===== src/hdl/fcirc_pkg.sv =====
package fcirc_pkg;

    localparam int TAPS      = 16;
    localparam int DATA_W    = 16;
    localparam int INDEX_W   = 4;
    localparam int CNT_W     = (TAPS > 1) ? $clog2(TAPS) : 1;
    localparam int PROD_W    = 2 * DATA_W;
    localparam int ACC_W     = PROD_W + $clog2(TAPS) + 1;
    localparam int FRAC_BITS = 15;
    localparam int S_TDATA_W = 40;

    // Item kinds carried on s_tuser.
    localparam logic ACT_SAMPLE = 1'b0;
    localparam logic ACT_COEF   = 1'b1;

    // Controls that every cell of the history chain sees in one cycle.
    typedef struct packed {
        logic shift;
        logic rotate;
        logic coef_we;
    } cell_ctrl_t;

    // Controls of the shared multiply-accumulate unit.
    typedef struct packed {
        logic clear;
        logic mul_en;
    } mac_ctrl_t;

endpackage


===== src/hdl/fcirc_cell.sv =====
module fcirc_cell
(
    input  logic                                   clk,
    input  logic                                   rst_n,
    input  fcirc_pkg::cell_ctrl_t                  ctrl,
    input  logic signed [fcirc_pkg::DATA_W-1:0]    shift_sample,
    input  logic signed [fcirc_pkg::DATA_W-1:0]    rot_sample,
    input  logic signed [fcirc_pkg::DATA_W-1:0]    rot_coef,
    input  logic signed [fcirc_pkg::DATA_W-1:0]    coef_value,
    output logic signed [fcirc_pkg::DATA_W-1:0]    sample,
    output logic signed [fcirc_pkg::DATA_W-1:0]    coef
);

    logic signed [fcirc_pkg::DATA_W-1:0] sample_reg;
    logic signed [fcirc_pkg::DATA_W-1:0] sample_next;
    logic signed [fcirc_pkg::DATA_W-1:0] coef_reg;
    logic signed [fcirc_pkg::DATA_W-1:0] coef_next;

    always_comb
    begin
        sample_next = sample_reg;
        coef_next   = coef_reg;
        if (ctrl.shift)
        begin
            sample_next = shift_sample;
        end
        else if (ctrl.rotate)
        begin
            sample_next = rot_sample;
        end
        if (ctrl.coef_we)
        begin
            coef_next = coef_value;
        end
        else if (ctrl.rotate)
        begin
            coef_next = rot_coef;
        end
    end

    always_ff @(posedge clk or negedge rst_n)
    begin
        if (!rst_n)
        begin
            sample_reg <= '0;
            coef_reg   <= '0;
        end
        else
        begin
            sample_reg <= sample_next;
            coef_reg   <= coef_next;
        end
    end

    assign sample = sample_reg;
    assign coef   = coef_reg;

endmodule


===== src/hdl/fcirc_mac.sv =====
module fcirc_mac
(
    input  logic                                   clk,
    input  logic                                   rst_n,
    input  fcirc_pkg::mac_ctrl_t                   ctrl,
    input  logic signed [fcirc_pkg::DATA_W-1:0]    mul_a,
    input  logic signed [fcirc_pkg::DATA_W-1:0]    mul_b,
    output logic signed [fcirc_pkg::DATA_W-1:0]    result
);

    localparam int ACC_W  = fcirc_pkg::ACC_W;
    localparam int PROD_W = fcirc_pkg::PROD_W;
    localparam logic signed [ACC_W-1:0] SAT_MAX = ACC_W'(32767);
    localparam logic signed [ACC_W-1:0] SAT_MIN = -ACC_W'(32768);

    logic signed [fcirc_pkg::PROD_W-1:0] prod_reg;
    logic                                prod_valid_reg;
    logic signed [ACC_W-1:0]             acc_reg;
    logic signed [ACC_W-1:0]             acc_next;
    logic signed [ACC_W-1:0]             shifted;

    always_comb
    begin
        acc_next = acc_reg;
        if (ctrl.clear)
        begin
            acc_next = '0;
        end
        else if (prod_valid_reg)
        begin
            acc_next = acc_reg + ACC_W'(prod_reg);
        end
    end

    always_ff @(posedge clk or negedge rst_n)
    begin
        if (!rst_n)
        begin
            prod_valid_reg <= 1'b0;
            acc_reg        <= '0;
        end
        else
        begin
            prod_valid_reg <= ctrl.mul_en;
            acc_reg        <= acc_next;
        end
    end

    always_ff @(posedge clk)
    begin
        if (ctrl.mul_en)
        begin
            prod_reg <= PROD_W'(mul_a) * PROD_W'(mul_b);
        end
    end

    // Arithmetic shift gives the floor of the division by 2^15.
    always_comb
    begin
        shifted = acc_reg >>> fcirc_pkg::FRAC_BITS;
        if (shifted > SAT_MAX)
        begin
            result = 16'sh7FFF;
        end
        else if (shifted < SAT_MIN)
        begin
            result = -16'sh8000;
        end
        else
        begin
            result = shifted[fcirc_pkg::DATA_W-1:0];
        end
    end

endmodule


===== src/hdl/fir_filter_circular.sv =====
// Direct-form FIR filter with a row of TAPS history cells and one shared
// multiply-accumulate unit.
// Input channel s_*: tuser selects the item kind (0 = filter one sample,
// 1 = write one coefficient). A coefficient item writes one cell's
// coefficient in the cycle it is accepted and gives no result; an index
// at or above TAPS is ignored.
// A sample item shifts into the newest cell, then the chain rotates its
// samples and coefficients once around, one tap a cycle, past the
// multiplier at cell 0. The block runs through the RUN, DRAIN and FINISH
// states before the result is loaded into the m_* output register.
// Output m_*: filtered sum shifted right by 15 (floor) and saturated.
// The result sits in an output register; while it waits for m_tready the
// block still accepts and computes the next item, and holds a finished
// sum back only until the output register is free.
// Reset clears the sample history, the coefficients and all handshakes.
module fir_filter_circular
(
    input  logic                              clk,
    input  logic                              rst_n,
    input  logic                              s_tvalid,
    output logic                              s_tready,
    // [15:0] sample, [19:16] coef_index, [35:20] coef_value, [39:36] zero
    input  logic [fcirc_pkg::S_TDATA_W-1:0]   s_tdata,
    // [0] action
    input  logic                              s_tuser,
    output logic                              m_tvalid,
    input  logic                              m_tready,
    // [15:0] filtered
    output logic [fcirc_pkg::DATA_W-1:0]      m_tdata
);

    localparam int TAPS  = fcirc_pkg::TAPS;
    localparam int CNT_W = fcirc_pkg::CNT_W;

    localparam logic [1:0] ST_IDLE   = 2'd0;
    localparam logic [1:0] ST_RUN    = 2'd1;
    localparam logic [1:0] ST_DRAIN  = 2'd2;
    localparam logic [1:0] ST_FINISH = 2'd3;

    logic [1:0]       state_reg;
    logic [1:0]       state_next;
    logic [CNT_W-1:0] cnt_reg;
    logic [CNT_W-1:0] cnt_next;
    logic             m_valid_reg;
    logic             m_valid_next;
    logic [fcirc_pkg::DATA_W-1:0] m_data_reg;

    logic                                  s_accept;
    logic                                  out_load;
    logic signed [fcirc_pkg::DATA_W-1:0]   in_sample;
    logic [fcirc_pkg::INDEX_W-1:0]         in_index;
    logic signed [fcirc_pkg::DATA_W-1:0]   in_coef;
    logic signed [fcirc_pkg::DATA_W-1:0]   mac_result;
    logic signed [fcirc_pkg::DATA_W-1:0]   cell_sample [TAPS];
    logic signed [fcirc_pkg::DATA_W-1:0]   cell_coef   [TAPS];
    fcirc_pkg::mac_ctrl_t                  mac_ctrl;

    assign in_sample = s_tdata[15:0];
    assign in_index  = s_tdata[19:16];
    assign in_coef   = s_tdata[35:20];

    assign s_tready = (state_reg == ST_IDLE);
    assign s_accept = s_tvalid && s_tready;
    assign out_load = (state_reg == ST_FINISH) && (!m_valid_reg || m_tready);

    always_comb
    begin
        state_next = state_reg;
        cnt_next   = cnt_reg;
        case (state_reg)
            ST_IDLE:
            begin
                cnt_next = '0;
                if (s_accept && (s_tuser == fcirc_pkg::ACT_SAMPLE))
                begin
                    state_next = ST_RUN;
                end
            end
            ST_RUN:
            begin
                cnt_next = cnt_reg + CNT_W'(1);
                if (cnt_reg == CNT_W'(TAPS - 1))
                begin
                    state_next = ST_DRAIN;
                end
            end
            ST_DRAIN:
            begin
                state_next = ST_FINISH;
            end
            ST_FINISH:
            begin
                if (out_load)
                begin
                    state_next = ST_IDLE;
                end
            end
            default:
            begin
                state_next = ST_IDLE;
            end
        endcase
    end

    always_comb
    begin
        m_valid_next = m_valid_reg;
        if (out_load)
        begin
            m_valid_next = 1'b1;
        end
        else if (m_tready)
        begin
            m_valid_next = 1'b0;
        end
    end

    always_ff @(posedge clk or negedge rst_n)
    begin
        if (!rst_n)
        begin
            state_reg   <= ST_IDLE;
            cnt_reg     <= '0;
            m_valid_reg <= 1'b0;
        end
        else
        begin
            state_reg   <= state_next;
            cnt_reg     <= cnt_next;
            m_valid_reg <= m_valid_next;
        end
    end

    always_ff @(posedge clk)
    begin
        if (out_load)
        begin
            m_data_reg <= mac_result;
        end
    end

    assign m_tvalid = m_valid_reg;
    assign m_tdata  = m_data_reg;

    // Cell 0 holds the newest sample. While running, each cell takes the
    // contents of its upper neighbor, so the taps pass cell 0 in order, newest
    // first, and the ring is back in place when the run ends.
    for (genvar i = 0; i < TAPS; i++)
    begin : g_cell
        localparam int NXT = (i + 1) % TAPS;
        fcirc_pkg::cell_ctrl_t             ctrl;
        logic signed [fcirc_pkg::DATA_W-1:0] prev_sample;

        if (i == 0)
        begin : g_head
            assign prev_sample = in_sample;
        end
        else
        begin : g_body
            assign prev_sample = cell_sample[i-1];
        end

        assign ctrl.shift   = s_accept && (s_tuser == fcirc_pkg::ACT_SAMPLE);
        assign ctrl.rotate  = (state_reg == ST_RUN);
        assign ctrl.coef_we = s_accept && (s_tuser == fcirc_pkg::ACT_COEF) &&
                              (32'(in_index) == 32'(i));

        fcirc_cell u_cell
        (
            .clk          (clk),
            .rst_n        (rst_n),
            .ctrl         (ctrl),
            .shift_sample (prev_sample),
            .rot_sample   (cell_sample[NXT]),
            .rot_coef     (cell_coef[NXT]),
            .coef_value   (in_coef),
            .sample       (cell_sample[i]),
            .coef         (cell_coef[i])
        );
    end

    assign mac_ctrl.clear  = s_accept && (s_tuser == fcirc_pkg::ACT_SAMPLE);
    assign mac_ctrl.mul_en = (state_reg == ST_RUN);

    fcirc_mac u_mac
    (
        .clk    (clk),
        .rst_n  (rst_n),
        .ctrl   (mac_ctrl),
        .mul_a  (cell_coef[0]),
        .mul_b  (cell_sample[0]),
        .result (mac_result)
    );

endmodule


===== config.mk =====
export PLATFORM = sky130hd
export DESIGN_NAME = fir_filter_circular
export DESIGN_NICKNAME = d
export VERILOG_FILES = /design/src/hdl/fcirc_pkg.sv /design/src/hdl/fcirc_cell.sv /design/src/hdl/fcirc_mac.sv /design/src/hdl/fir_filter_circular.sv
export SDC_FILE = /design/constraint.sdc
export NUM_CORES = 2
export LEC_CHECK = 0
export BUFFER_PORTS_ARGS = -buffer_cell sky130_fd_sc_hd__buf_2
export CORE_MARGIN = 4
export CORE_UTILIZATION = 40
export DETAILED_ROUTE_END_ITERATION = 12
export SLEW_MARGIN = 20
export SYNTH_ARGS = -nofsm -noshare
export SYNTH_HDL_FRONTEND = slang
export SYNTH_SLANG_ARGS = --single-unit

===== constraint.sdc =====
create_clock -name clk -period 8.7 [get_ports clk]
set_input_delay 1.74 -clock clk [delete_from_list [all_inputs] [get_ports clk]]
set_output_delay 1.74 -clock clk [all_outputs]
set_load 0.02 [all_outputs]

==> impl_results.md <==
- FF-to-FF path depth: 22
- Multiplexer share of the synthesized area: 0.139
- Starting Density: 0.404
- Post-synthesis simple-gate area fraction: 0.108
- Vias: around 26k
- CP required: 9050 ps
- Synth Area in Compound Gates: 0.106
- Vias in the first global route: 26.0k
- Wire per inst: 16.0 microns
- Critical path depth: 22
- Skew final: slightly below 30 ps
- FILL cells: 9,088
- Final #Nets: 4,178
- EDFF count, synth: 48
- Pre-CTS setup slack: approximately 1800 ps
- Clock sink count: roughly 610
- Max-cap check violation count: 0
- Antenna Nets Post-Route: 0
- ANT cells: 0
- Synth top area cells: dfrtp_1 (36%), mux2i_1 (14%), fa_1 (14%)
- Area grow syn2layout: 9.16%
- Setup TNS: 0 ps
- # rows: around 110
- Adder-cell area share of the yosys netlist: 0.177
- Most used cell, CP: fa_1
- Post-detail-place hpwl: 53,500 microns
- DRC violations left: 0
- Final Hold Fails: 0
- Slew @ Worst Pin: 1070 ps
- Drt first pass iters: 6
- Yosys top cell by area: dfrtp_1
- Hold bufs inserted after CTS: 0
- Clock slew at reported path FFs: 60 ps
- Post-synthesis xor/xnor area fraction: 0.0146
- Initial antenna violation count: 8
- Sequential-to-total area share from yosys stat: 0.400
- Tcrit/Tclk final: 0.791
- CP peak stage delay: 1030 ps
- Most frequent cells in the layout: dfrtp_1 (557), nand2_1 (542), mux2i_1 (530)
- TritonCTS buffer count: 69
- Commonest non-fill, non-tap cell in the layout: dfrtp_1
- Crit-path max FO: 19
- Worst path top cell family by delay: adder cells
- Post-CTS Setup Repair Bufs: 0
- Chip height: approximately 320 microns
- Core Area: 95,300 sq um
- Critical path launch point type: flop
- Pin count of the biggest net entering global routing: approximately 320
- Cts repair resizes: 0
- Highest clock rate: approximately 150 MHz
- Most used flip-flop cell after synthesis: dfrtp_1
- Routability cong.: around 0.8
- Period minus WS final: 6880 ps
- Library cells used by synthesis: 76
- Data arrival, critical path: 7230 ps
- Rel. slew slack: 0.287
- CP max stage cell: dfrtp_1
- Fraction of layout cells with a size suffix above 1: 0.0635
- Tot GR Track Use: 0.163
- Status: finished, final reports clean
- Buf/Inv on CP: 5
- GRT overflow: 0
- DR iter-0 viols: ~1.5k
- Hold Crit Depth: 2
- Root buf cell: clkbuf_16
- Crit path from: g_cell[0].u_cell.sample[7]
- Clk_lat worst skew: 620 ps
- Min-delay src: g_cell[11].u_cell.sample[6]
- Boundary Pins: 63
- Worst hold-check path type: flop to flop
- Ys Warns: 0
- RSZ-0062 raised after global routing: false
- Setup WS post-layout: ~1800 ps
- First-pass GRT wire length: ~140,000 microns
- Port Buf Inserts: 58
- Die width: 318 microns
- Slew Limit Fails: 0
- Mean Syn Cell Area: 10.0 sq um
- CTS tree: yes
- Syn Std Cell Area: 38,500 sq um
- Main combinational cell family by area after synthesis: adder cells
- CP endpoint kind: flop
- Synth top area share: 0.362
- CTS max path bufs: 3
- Gate Count Post-Synth: 3,839
- Ys async rst share: 0.921
- Critical Path, Cell by Cell: nand2_1, fa_1, inv_1, fa_1, inv_1, fa_1, inv_1, fa_1, inv_1, fa_1, fa_1, inv_1, ha_1, a21o_1, a21oi_1, o21ai_0, a221oi_2, o211ai_2, a311o_1, a41o_1, a21oi_2, xnor2_1
- Critical path type: flop to flop
- Die ar.: 101,000 sq um
- # setup viols final: 0
- CTS H-Tree Depth: 3
- Worst flop-to-flop path startpoint: g_cell[0].u_cell.sample[7]
- Flip-flop and latch count after synthesis: 605
- Syn nets: 4,270
- Vias per std cell: 5.06
- WL final: about 81,000 microns
-- tightest hold or removal path, cell delays in order, from the launching register on --
cell     delay, ps
dfrtp_1        370
nand2_1         50
o21ai_0         60
-- Yosys cell counts, drive strengths merged, types with 4 or more instances --
master and n:
a211oi 7, a21boi 4, a21o 21, a21oi 186, a22o 4, a31oi 7, and2 125, and3 6
buf 27, clkbuf 237, dfrtp 557, edfxtp 48, fa 263, ha 123, inv 293, mux2i 530
nand2 542, nand2b 12, nand3 29, nand4 5, nor2 196, nor2b 10, nor3 11, nor4 4
o211ai 9, o21a 21, o21ai 431, o21bai 8, or3 10, xnor2 48, xor2 16
-- routing by layer --
metal	share of wire	vias to the layer above	track usage
met5	0.000086	-	0
met4	0.021	2	0.0389
met3	0.041	115	0.0265
met2	0.45	365	0.258
met1	0.49	12600	0.235
li1	-	12600	-
-- per-stage QoR --
stage               cells  utilization  area (sq um)  hold slack (ps)
finish               5058        0.441         42000              493
global route         5058        0.441         42000              518
CTS                  5056        0.440         42000              496
detailed placement   4939        0.417         39700              492
global placement     4939        0.417         39700              487
floorplan            3839            -         38500              468
-- final cells by class --
type / count / area [sq um] / share of cell area
Tap cell: 1265 / 1580 / 0.0377
Sequential cell: 605 / 15400 / 0.366
Clock inverter: 24 / 302 / 0.00718
Multi-Input combinational cell: 2677 / 21000 / 0.500
Inverter: 293 / 1100 / 0.0262
Timing Repair Buffer: 101 / 718 / 0.0171
Clock buffer: 93 / 1930 / 0.0459
-- logic make-up (layout without fill, tap and decap cells) --
group,Yosys count,count (layout)
xor gates and xnor gates,64,64
DFF,605,605
adders and majority gates,386,386
AOI/OAI and AO/OA,731,731
and+or+nand+nor,963,963
muxes,533,533
buffers and inverters,557,511
-- path summary, 6_finish.rpt --
kind / endpoint / slack [ps]
setup / recovery: u_mac.prod_reg[30] / 1820
hold / removal: g_cell[12].u_cell.sample[6] / 490
setup reg to reg: u_mac.prod_reg[30] / 1820
hold reg to reg: g_cell[12].u_cell.sample[6] / 490
max in group asynchronous: g_cell[5].u_cell.coef[3] / 5870
min in group asynchronous: g_cell[7].u_cell.sample[4] / 1150
Power is not shown: default switching activity piles up to over one toggle a cycle in this logic, so the estimate is an artifact.
